`src/clu_pkg.sv`:
```
`timescale 1ns / 1ps
`default_nettype none
// ----------------------------------------------------------------------------
// clu_pkg
// Shared types and constants of the midpoint subdivision line clipper.
// ----------------------------------------------------------------------------
package clu_pkg;

    localparam int MAX_RESULTS = 64;
    localparam int CNT_W       = $clog2(MAX_RESULTS + 1);

    localparam int CFG_IDX_W = 3;
    localparam logic [CFG_IDX_W-1:0] REG_WIN_LEFT   = 3'd0;
    localparam logic [CFG_IDX_W-1:0] REG_WIN_TOP    = 3'd1;
    localparam logic [CFG_IDX_W-1:0] REG_WIN_RIGHT  = 3'd2;
    localparam logic [CFG_IDX_W-1:0] REG_WIN_BOTTOM = 3'd3;

    localparam int WIN_LEFT_RST   = 0;
    localparam int WIN_TOP_RST    = 0;
    localparam int WIN_RIGHT_RST  = 639;
    localparam int WIN_BOTTOM_RST = 479;

    // outcode bit positions
    localparam int OC_TOP    = 0;
    localparam int OC_BOTTOM = 1;
    localparam int OC_RIGHT  = 2;
    localparam int OC_LEFT   = 3;

    typedef struct packed {
        logic all_in;   // both outcodes zero
        logic reject;   // outcodes share a set bit
    } eval_status_t;

    typedef enum logic [3:0] {
        ST_IDLE   = 4'b0001,
        ST_EVAL   = 4'b0010,
        ST_LOAD   = 4'b0100,
        ST_FINISH = 4'b1000
    } state_t;

endpackage
`default_nettype wire

```
`src/midpoint_subdivision_line_clipper.sv`:
```
`timescale 1ns / 1ps
`default_nettype none
// Flow: each split stays in EVAL; a leaf with entries left on the stack pops one through
// LOAD (registered RAM read); the final leaf goes to FINISH, which loads the last result,
// then IDLE takes the next item. Leaves are pieces plus rejected or dropped halves.
// A result that waits on m_ready stalls EVAL and FINISH.
// Reset (aresetn low, synchronous): idle, stack pointer and counters cleared, window
// registers back to 0/0/639/479. Stack RAM contents are not cleared.
// ----------------------------------------------------------------------------
// midpoint_subdivision_line_clipper
// Clips segments to a window by recursive midpoint subdivision on a RAM stack.
// ----------------------------------------------------------------------------
module midpoint_subdivision_line_clipper #(
    parameter int COORD_BITS  = 12,
    parameter int STACK_DEPTH = 32
) (
    input  wire logic                                aclk,
    input  wire logic                                aresetn,

    input  wire logic                                cfg_we,
    input  wire logic        [clu_pkg::CFG_IDX_W-1:0] cfg_index,
    input  wire logic signed [COORD_BITS-1:0]        cfg_wdata,

    input  wire logic                                s_valid,
    output logic                                     s_ready,
    input  wire logic signed [COORD_BITS-1:0]        s_start_x,
    input  wire logic signed [COORD_BITS-1:0]        s_start_y,
    input  wire logic signed [COORD_BITS-1:0]        s_end_x,
    input  wire logic signed [COORD_BITS-1:0]        s_end_y,

    output logic                                     m_valid,
    input  wire logic                                m_ready,
    output logic signed      [COORD_BITS-1:0]        m_piece_start_x,
    output logic signed      [COORD_BITS-1:0]        m_piece_start_y,
    output logic signed      [COORD_BITS-1:0]        m_piece_end_x,
    output logic signed      [COORD_BITS-1:0]        m_piece_end_y,
    output logic                                     m_piece_valid,
    output logic                                     m_last_piece
);

    localparam int CB  = COORD_BITS;
    localparam int SW  = 4 * COORD_BITS;
    localparam int SPW = $clog2(STACK_DEPTH);
    localparam int CW  = clu_pkg::CNT_W;

    clu_pkg::state_t state_reg;

    logic signed [CB-1:0] win_left_reg, win_top_reg, win_right_reg, win_bottom_reg;

    logic [SW-1:0]  cur_reg;
    logic [SW-1:0]  held_reg;
    logic           held_valid_reg;
    logic [SPW-1:0] sp_reg;
    logic [CW-1:0]  count_reg;

    logic           m_valid_reg;
    logic [SW-1:0]  m_seg_reg;
    logic           m_piece_valid_reg;
    logic           m_last_reg;

    clu_pkg::eval_status_t status;
    logic [SW-1:0] first_seg, second_seg, rd_seg;

    logic           out_free;
    logic           out_load;
    logic           has_room;
    logic           ram_we, ram_re;
    logic [SPW-1:0] ram_raddr;

    assign out_free = !m_valid_reg || m_ready;
    assign has_room = ({1'b0, sp_reg} + (SPW+1)'(2)) <= (SPW+1)'(STACK_DEPTH);
    assign ram_raddr = sp_reg - SPW'(1);

    // output register takes a result: a held piece pushed out by a newer one, or the last
    assign out_load = out_free
                      && (((state_reg == clu_pkg::ST_EVAL) && status.all_in && held_valid_reg)
                          || (state_reg == clu_pkg::ST_FINISH));

    clu_seg_eval #(
        .COORD_BITS (COORD_BITS)
    ) u_eval (
        .seg_i      (cur_reg),
        .win_left   (win_left_reg),
        .win_top    (win_top_reg),
        .win_right  (win_right_reg),
        .win_bottom (win_bottom_reg),
        .status_o   (status),
        .first_o    (first_seg),
        .second_o   (second_seg)
    );

    clu_stack_ram #(
        .WIDTH (SW),
        .DEPTH (STACK_DEPTH)
    ) u_stack (
        .aclk  (aclk),
        .we    (ram_we),
        .waddr (sp_reg),
        .wdata (second_seg),
        .re    (ram_re),
        .raddr (ram_raddr),
        .rdata (rd_seg)
    );

    // push on a split with room; pop on reject, dropped split, or a taken piece
    always_comb begin
        ram_we = 1'b0;
        ram_re = 1'b0;
        if (state_reg == clu_pkg::ST_EVAL) begin
            if (status.all_in) begin
                ram_re = (!held_valid_reg || out_free) && (sp_reg != '0)
                         && (count_reg != CW'(clu_pkg::MAX_RESULTS - 1));
            end else if (!status.reject && has_room) begin
                ram_we = 1'b1;
            end else begin
                ram_re = (sp_reg != '0);
            end
        end
    end

    always_ff @(posedge aclk) begin
        if (!aresetn) begin
            win_left_reg   <= CB'(clu_pkg::WIN_LEFT_RST);
            win_top_reg    <= CB'(clu_pkg::WIN_TOP_RST);
            win_right_reg  <= CB'(clu_pkg::WIN_RIGHT_RST);
            win_bottom_reg <= CB'(clu_pkg::WIN_BOTTOM_RST);
        end else if (cfg_we) begin
            case (cfg_index)
                clu_pkg::REG_WIN_LEFT:   win_left_reg   <= cfg_wdata;
                clu_pkg::REG_WIN_TOP:    win_top_reg    <= cfg_wdata;
                clu_pkg::REG_WIN_RIGHT:  win_right_reg  <= cfg_wdata;
                clu_pkg::REG_WIN_BOTTOM: win_bottom_reg <= cfg_wdata;
                default: ;
            endcase
        end
    end

    always_ff @(posedge aclk) begin
        if (!aresetn) begin
            state_reg      <= clu_pkg::ST_IDLE;
            held_valid_reg <= 1'b0;
            sp_reg         <= '0;
            count_reg      <= '0;
            m_valid_reg    <= 1'b0;
        end else begin
            if (out_load) begin
                m_valid_reg <= 1'b1;
            end else if (m_ready) begin
                m_valid_reg <= 1'b0;
            end
            unique case (state_reg)
                clu_pkg::ST_IDLE: begin
                    if (s_valid) begin
                        cur_reg        <= {s_end_y, s_end_x, s_start_y, s_start_x};
                        sp_reg         <= '0;
                        count_reg      <= '0;
                        held_valid_reg <= 1'b0;
                        state_reg      <= clu_pkg::ST_EVAL;
                    end
                end
                clu_pkg::ST_EVAL: begin
                    if (status.all_in) begin
                        // previous piece is known not to be last once a new one shows up
                        if (!held_valid_reg || out_free) begin
                            if (held_valid_reg) begin
                                m_seg_reg         <= held_reg;
                                m_piece_valid_reg <= 1'b1;
                                m_last_reg        <= 1'b0;
                            end
                            held_reg       <= cur_reg;
                            held_valid_reg <= 1'b1;
                            count_reg      <= count_reg + CW'(1);
                            if (count_reg == CW'(clu_pkg::MAX_RESULTS - 1) || sp_reg == '0) begin
                                state_reg <= clu_pkg::ST_FINISH;
                            end else begin
                                sp_reg    <= sp_reg - SPW'(1);
                                state_reg <= clu_pkg::ST_LOAD;
                            end
                        end
                    end else if (!status.reject && has_room) begin
                        // second half goes to the stack, first half is handled next
                        sp_reg  <= sp_reg + SPW'(1);
                        cur_reg <= first_seg;
                    end else if (sp_reg == '0) begin
                        state_reg <= clu_pkg::ST_FINISH;
                    end else begin
                        sp_reg    <= sp_reg - SPW'(1);
                        state_reg <= clu_pkg::ST_LOAD;
                    end
                end
                clu_pkg::ST_LOAD: begin
                    cur_reg   <= rd_seg;
                    state_reg <= clu_pkg::ST_EVAL;
                end
                clu_pkg::ST_FINISH: begin
                    if (out_free) begin
                        m_seg_reg         <= held_valid_reg ? held_reg : '0;
                        m_piece_valid_reg <= held_valid_reg;
                        m_last_reg        <= 1'b1;
                        held_valid_reg    <= 1'b0;
                        state_reg         <= clu_pkg::ST_IDLE;
                    end
                end
                default: begin
                    state_reg <= clu_pkg::ST_IDLE;
                end
            endcase
        end
    end

    assign s_ready         = (state_reg == clu_pkg::ST_IDLE);
    assign m_valid         = m_valid_reg;
    assign m_piece_start_x = m_seg_reg[0*CB +: CB];
    assign m_piece_start_y = m_seg_reg[1*CB +: CB];
    assign m_piece_end_x   = m_seg_reg[2*CB +: CB];
    assign m_piece_end_y   = m_seg_reg[3*CB +: CB];
    assign m_piece_valid   = m_piece_valid_reg;
    assign m_last_piece    = m_last_reg;

endmodule
`default_nettype wire

```
`src/clu_stack_ram.sv`:
```
`timescale 1ns / 1ps
`default_nettype none
// ----------------------------------------------------------------------------
// clu_stack_ram
// Pending-segment stack storage: one write port, one registered read port.
// ----------------------------------------------------------------------------
module clu_stack_ram #(
    parameter int WIDTH = 48,
    parameter int DEPTH = 32
) (
    input  wire logic                     aclk,
    input  wire logic                     we,
    input  wire logic [$clog2(DEPTH)-1:0] waddr,
    input  wire logic [WIDTH-1:0]         wdata,
    input  wire logic                     re,
    input  wire logic [$clog2(DEPTH)-1:0] raddr,
    output logic      [WIDTH-1:0]         rdata
);

    logic [WIDTH-1:0] mem [DEPTH];

    always_ff @(posedge aclk) begin
        if (we) begin
            mem[waddr] <= wdata;
        end
    end

    always_ff @(posedge aclk) begin
        if (re) begin
            rdata <= mem[raddr];
        end
    end

endmodule
`default_nettype wire

```
`src/clu_seg_eval.sv`:
```
`timescale 1ns / 1ps
`default_nettype none
// ----------------------------------------------------------------------------
// clu_seg_eval
// Outcode classification and midpoint split of one segment.
// ----------------------------------------------------------------------------
module clu_seg_eval #(
    parameter int COORD_BITS = 12
) (
    input  wire logic        [4*COORD_BITS-1:0] seg_i,
    input  wire logic signed [COORD_BITS-1:0]   win_left,
    input  wire logic signed [COORD_BITS-1:0]   win_top,
    input  wire logic signed [COORD_BITS-1:0]   win_right,
    input  wire logic signed [COORD_BITS-1:0]   win_bottom,
    output clu_pkg::eval_status_t               status_o,
    output logic             [4*COORD_BITS-1:0] first_o,
    output logic             [4*COORD_BITS-1:0] second_o
);

    localparam int CB = COORD_BITS;

    logic signed [CB-1:0] x1, y1, x2, y2;
    logic        [3:0]    code_a, code_b;
    logic signed [CB:0]   dx, dy;
    logic signed [CB:0]   hx, hy;
    logic signed [CB-1:0] mx, my, sx, sy;

    function automatic logic [3:0] outcode(
        input logic signed [CB-1:0] x,
        input logic signed [CB-1:0] y,
        input logic signed [CB-1:0] wl,
        input logic signed [CB-1:0] wt,
        input logic signed [CB-1:0] wr,
        input logic signed [CB-1:0] wb
    );
        logic [3:0] c;
        c = '0;
        c[clu_pkg::OC_TOP]    = (y <= wt);
        c[clu_pkg::OC_BOTTOM] = (y >= wb);
        c[clu_pkg::OC_RIGHT]  = (x >= wr);
        c[clu_pkg::OC_LEFT]   = (x <= wl);
        return c;
    endfunction

    // halve toward zero: bias negatives by one before the arithmetic shift
    function automatic logic signed [CB:0] half(input logic signed [CB:0] d);
        logic signed [CB:0] b;
        b = d + {{CB{1'b0}}, d[CB]};
        return b >>> 1;
    endfunction

    always_comb begin
        x1 = seg_i[0*CB +: CB];
        y1 = seg_i[1*CB +: CB];
        x2 = seg_i[2*CB +: CB];
        y2 = seg_i[3*CB +: CB];

        code_a = outcode(x1, y1, win_left, win_top, win_right, win_bottom);
        code_b = outcode(x2, y2, win_left, win_top, win_right, win_bottom);
        status_o.all_in = ((code_a | code_b) == 4'd0);
        status_o.reject = ((code_a & code_b) != 4'd0);

        dx = {x2[CB-1], x2} - {x1[CB-1], x1};
        dy = {y2[CB-1], y2} - {y1[CB-1], y1};
        hx = half(dx);
        hy = half(dy);
        // midpoint lies between the endpoints, so it fits the coordinate width
        mx = x1 + hx[CB-1:0];
        my = y1 + hy[CB-1:0];

        // step one unit from the midpoint toward the far endpoint
        sx = mx;
        if (dx[CB]) begin
            sx = mx - CB'(1);
        end else if (dx != '0) begin
            sx = mx + CB'(1);
        end
        sy = my;
        if (dy[CB]) begin
            sy = my - CB'(1);
        end else if (dy != '0) begin
            sy = my + CB'(1);
        end

        first_o  = {my, mx, y1, x1};
        second_o = {y2, x2, sy, sx};
    end

endmodule
`default_nettype wire

```
`config.mk`:
```
export PLATFORM = sky130hd
export DESIGN_NAME = midpoint_subdivision_line_clipper
export DESIGN_NICKNAME = d
export VERILOG_FILES = /design/src/clu_pkg.sv /design/src/midpoint_subdivision_line_clipper.sv /design/src/clu_stack_ram.sv /design/src/clu_seg_eval.sv
export SDC_FILE = /design/constraint.sdc
export NUM_CORES = 2
export LEC_CHECK = 0
export ABC_CLOCK_PERIOD_IN_PS = 19500
export BUFFER_PORTS_ARGS = -buffer_cell sky130_fd_sc_hd__buf_2
export CAP_MARGIN = 20
export CORE_MARGIN = 8
export CORE_UTILIZATION = 60
export DETAILED_ROUTE_END_ITERATION = 10
export GPL_TIMING_DRIVEN = 1
export PLACE_DENSITY = 0.77
export REMOVE_ABC_BUFFERS = 1
export SLEW_MARGIN = 15
export SYNTH_ARGS = -nofsm -noshare
export SYNTH_HDL_FRONTEND = slang
export SYNTH_HIERARCHICAL = 1
export SYNTH_SLANG_ARGS = --single-unit
```
`constraint.sdc`:
```
create_clock -name aclk -period 19.5 [get_ports aclk]
set_input_delay 3.9 -clock aclk [delete_from_list [all_inputs] [get_ports aclk]]
set_output_delay 3.9 -clock aclk [all_outputs]
set_load 0.01 [all_outputs]
```
==> impl_metrics.py <==
metrics = {
    "clock_network": {
        "cts.sink_count": 1796,
        "cts_hold_buffers": 0,
        "number_of_h_tree_branching_levels": 4,
        "cts-root-buf": "sky130_fd_sc_hd__clkbuf_16",
        "post_cts.repair.setup_buffers": 0,
        "cts_buffer_depth": 3,
        "clock_latency_ns": 0.80,
        "path_clk_slew_ns": 0.06,
        "cts-resized-gates": 0,
        "tritoncts": "built",
        "tritoncts.num_buffers": 172,
    },
    "critical_path": {
        "timing.reg2reg.setup_slack_ns": 12.17,
        "critical_path.startpoint_type": "flip-flop",
        "worst-endpoint-arrival_ns": 7.80,
        "cp_max_fo": 34,
        "worstRegToRegCells": 22,
        "required_ns": 19.97,
        "r2r_start": "cur_reg[36]",
        "cp-end-kind": "flip-flop",
        "crit-reg2reg-capture": "u_stack/mem[28][22]",
        "crit_type": "flip-flop to flip-flop",
    },
    "floorplanning": {
        "coreArea_sq_um": 125400,
        "dieHeight_microns": 371.4,
        "die_area_sq_um": 137900,
        "die_width_microns": 371.4,
        "ios": 120,
        "placementRows": 130,
        "start_util_pct": 60.42,
    },
    "grt": {
        "grt_first_pass_wirelength_mm": 286.6,
        "vias_in_the_first_global_route": 43440,
        "grt_remaining_overflow": 0,
        "largest_net_degree_at_the_start_of_global_routing": 141,
        "grt_antenna_before_repair": 2,
        "grt_use_total_pct": 28.27,
    },
    "timing": {
        "final-setup-viol-count": 0,
        "finalHoldViolations": 0,
        "totalNegativeSetupSlack_ns": 0,
        "worst_clock_skew_ns": 0.02921,
        "post-route-min-period_ns": 7.332,
        "unrepaired_setup_endpoints_after_global_routing": "no",
        "slew_headroom_pct": 18.71,
        "worst_slew_pin_slew_ns": 1.216,
        "timing.final.max_slew_violations": 0,
        "fin_crit_sh_pct": 37.60,
        "maxClockFrequency_mhz": 136.4,
    },
    "power_and_ir_drop": {
        "vdd_ir_drop_max_uv": 222.0,
        "power.density_cell_area_nw_per_um2": 132.4,
        "power.static_leakage_nw": 33.18,
    },
    "cells_and_area": {
        "drive_above_1_share_pct": 11.29,
        "finish.net_count": 5274,
        "layout.cells.most_common_list": "sky130_fd_sc_hd__edfxtp_1, sky130_fd_sc_hd__mux2i_1, sky130_fd_sc_hd__nand2_1",
        "fin_area_sq_um": 83730,
        "final.fill_count": 8236,
        "mostFrequentLayoutCell": "sky130_fd_sc_hd__edfxtp_1",
        "register_with_the_most_flip_flops": "u_stack/mem",
        "area.growth.synth_to_final_pct": 10.52,
        "antenna_cells_inserted": 0,
        "largest_register_ffs": 1536,
    },
    "synth": {
        "post_synth_inst_count": 4926,
        "yosys_warnings": 6,
        "synth.cell_area_sq_um": 75770,
        "post_synth_num_cell_types": 91,
        "synth_edf_count": 1730,
        "synth_sequential_area_ratio_pct": 70.31,
        "ranking_of_synthesized_cells_by_area": "sky130_fd_sc_hd__edfxtp_1, sky130_fd_sc_hd__mux2i_1, sky130_fd_sc_hd__ha_1, sky130_fd_sc_hd__nand2_1, sky130_fd_sc_hd__a22oi_1",
        "post-synth-top-area-cell": "sky130_fd_sc_hd__edfxtp_1",
        "syn_avg_cell_area_sq_um": 15.38,
        "asyncSetResetFlopFracSynth_pct": 0,
        "synth_largest_type_area_fraction_pct": 68.57,
        "most_used_flip_flop_cell_after_synthesis": "sky130_fd_sc_hd__edfxtp_1",
        "postSynthRegisterBits": 1796,
    },
    "drt": {
        "drtIter0Drc": 5844,
        "routed_wire_length_per_instance_microns": 29.07,
        "final_antenna_net_count": 0,
        "finalWirelength_mm": 198.8,
        "vias": 44980,
        "firstDrtPassIters": 7,
        "routed_via_density": 6.575,
        "post-route-drc-count": 0,
    },
    "run_status": {
        "run_status": "complete, no violations",
    },
    "min_path": {
        "min_delay_path_depth": 2,
        "whs_endpoint": "win_right_reg[10]",
        "timing.hold.worst.class": "flip-flop to flip-flop",
        "min_from": "win_right_reg[10]",
    },
    "placed_design": {
        "post-dp-hpwl_mm": 110.4,
        "io_buffers": 119,
        "gp_congestion": 0.9474,
        "detailed_place.area_sq_um": 78110,
    },
    "job": {
        "cap_violations": 0,
    },
}
-- synthesized netlist by cell type (7+ instances only) --
cell type and instances:
sky130_fd_sc_hd__nand3b_1 10, sky130_fd_sc_hd__o21ai_0 40, sky130_fd_sc_hd__buf_2 48, sky130_fd_sc_hd__nor3_1 78, sky130_fd_sc_hd__a211oi_1 10, sky130_fd_sc_hd__a21oi_1 215, sky130_fd_sc_hd__nor2_1 105, sky130_fd_sc_hd__clkbuf_1 97
sky130_fd_sc_hd__edfxtp_1 1730, sky130_fd_sc_hd__nand2_1 397, sky130_fd_sc_hd__a2111oi_0 7, sky130_fd_sc_hd__a22oi_1 193, sky130_fd_sc_hd__buf_6 42, sky130_fd_sc_hd__o21a_1 19, sky130_fd_sc_hd__a22o_1 96, sky130_fd_sc_hd__nand4_1 19
sky130_fd_sc_hd__nand3_1 191, sky130_fd_sc_hd__xor2_1 26, sky130_fd_sc_hd__ha_1 156, sky130_fd_sc_hd__o31ai_1 7, sky130_fd_sc_hd__and3_1 14, sky130_fd_sc_hd__mux2i_1 772, sky130_fd_sc_hd__nor4_1 11, sky130_fd_sc_hd__buf_1 11
sky130_fd_sc_hd__a31oi_1 54, sky130_fd_sc_hd__or2_2 8, sky130_fd_sc_hd__nand2b_1 19, sky130_fd_sc_hd__nor2b_1 64, sky130_fd_sc_hd__inv_1 103, sky130_fd_sc_hd__dfxtp_1 66, sky130_fd_sc_hd__buf_4 87, sky130_fd_sc_hd__o21bai_1 8
sky130_fd_sc_hd__a21o_1 32, sky130_fd_sc_hd__or3_1 13, sky130_fd_sc_hd__xnor2_1 60, sky130_fd_sc_hd__and2_1 14
-- worst max-delay path by stage --
stage / start / end / slack, ns / cells after the start
2_1_floorplan: sp_reg[0] / u_stack/rdata[0] / -11.85 / 8
3_5_place_dp: cur_reg[36] / u_stack/mem[31][22] / 12.13 / 22
6_report: cur_reg[36] / u_stack/mem[28][22] / 12.17 / 22
3_3_place_gp: cur_reg[36] / u_stack/mem[4][23] / 12.34 / 23
4_1_cts: cur_reg[36] / u_stack/mem[13][22] / 12.10 / 22
5_1_grt: cur_reg[36] / u_stack/mem[28][22] / 11.54 / 22
-- cell type report --
type	instances	area [sq um]	share of cell area [%]
clock buffer	223	4577	5.466
clock inverter	95	880.8	1.052
inverter	103	394.1	0.4707
multi-input combinational	2740	20920	24.98
sequential	1796	53270	63.62
tap	1650	2064	2.466
timing repair buffer	233	1630	1.947
-- power by group --
group | total (mW) | internal [mW] | leakage [nW] | switching, mW
sequential | 5.36 | 5.31 | 16.1 | 0.0494
combinational | 2.48 | 0.650 | 14.4 | 1.83
clock | 3.24 | 1.83 | 2.66 | 1.42
-- critical path, cell delays in order (launching register included) --
cell and delay (ns):
sky130_fd_sc_hd__edfxtp_1 1.00, sky130_fd_sc_hd__inv_1 0.36, sky130_fd_sc_hd__ha_1 0.30, sky130_fd_sc_hd__inv_1 0.07, sky130_fd_sc_hd__fa_1 0.26, sky130_fd_sc_hd__a211oi_1 0.11
sky130_fd_sc_hd__o21ai_0 0.32, sky130_fd_sc_hd__nand4_1 0.14, sky130_fd_sc_hd__a32oi_1 0.21, sky130_fd_sc_hd__buf_4 0.24, sky130_fd_sc_hd__nor2_1 0.09, sky130_fd_sc_hd__ha_1 0.21
sky130_fd_sc_hd__o21ai_0 0.25, sky130_fd_sc_hd__xnor2_1 0.15, sky130_fd_sc_hd__ha_1 0.39, sky130_fd_sc_hd__nand3_1 0.13, sky130_fd_sc_hd__o211ai_1 0.17, sky130_fd_sc_hd__o41ai_1 0.46
sky130_fd_sc_hd__nor2_1 0.10, sky130_fd_sc_hd__a211oi_1 0.39, sky130_fd_sc_hd__xnor2_1 0.32, sky130_fd_sc_hd__o32ai_1 0.66, sky130_fd_sc_hd__xor2_4 0.66
-- cells by family (layout without fill, tap and decap cells) --
| logic type | after synthesis | count (layout) | share of synthesized area, % |
|---|---|---|---|
| compound gates | 740 | 740 | 6.749 |
| xor+xnor | 87 | 87 | 1.024 |
| simple gates | 981 | 981 | 6.147 |
| flops | 1796 | 1796 | 70.31 |
| buf+inv | 390 | 654 | 2.888 |
| fa+ha+maj | 160 | 160 | 2.682 |
| mux | 772 | 772 | 10.20 |
-- metal layers --
layer / vias to the layer above / track usage (%) / share of wire (%)
met5: - / 0 / 0
met3: 475 / 5.146 / 11
met4: 0 / 10.93 / 4.0
met2: 2715 / 45.37 / 47
met1: 22550 / 38.72 / 39
li1: 19230 / - / -
-- per-stage QoR --
step | hold WS [ns] | cells | power, mW | util (%) | setup WS (ns)
finish | 0.4600 | 6840 | 11.08 | 66.77 | 12.17
global route | 0.4808 | 6840 | 11.46 | 66.77 | 11.54
CTS | 0.4585 | 6836 | 11.03 | 66.64 | 12.10
detailed placement | 0.4502 | 6518 | 7.828 | 62.29 | 12.13
global placement | 0.4447 | 6511 | 7.724 | 62.20 | 12.34
floorplan | 0.4363 | 4639 | 7.018 | - | -11.85
Power figures use the tool's default switching activity.
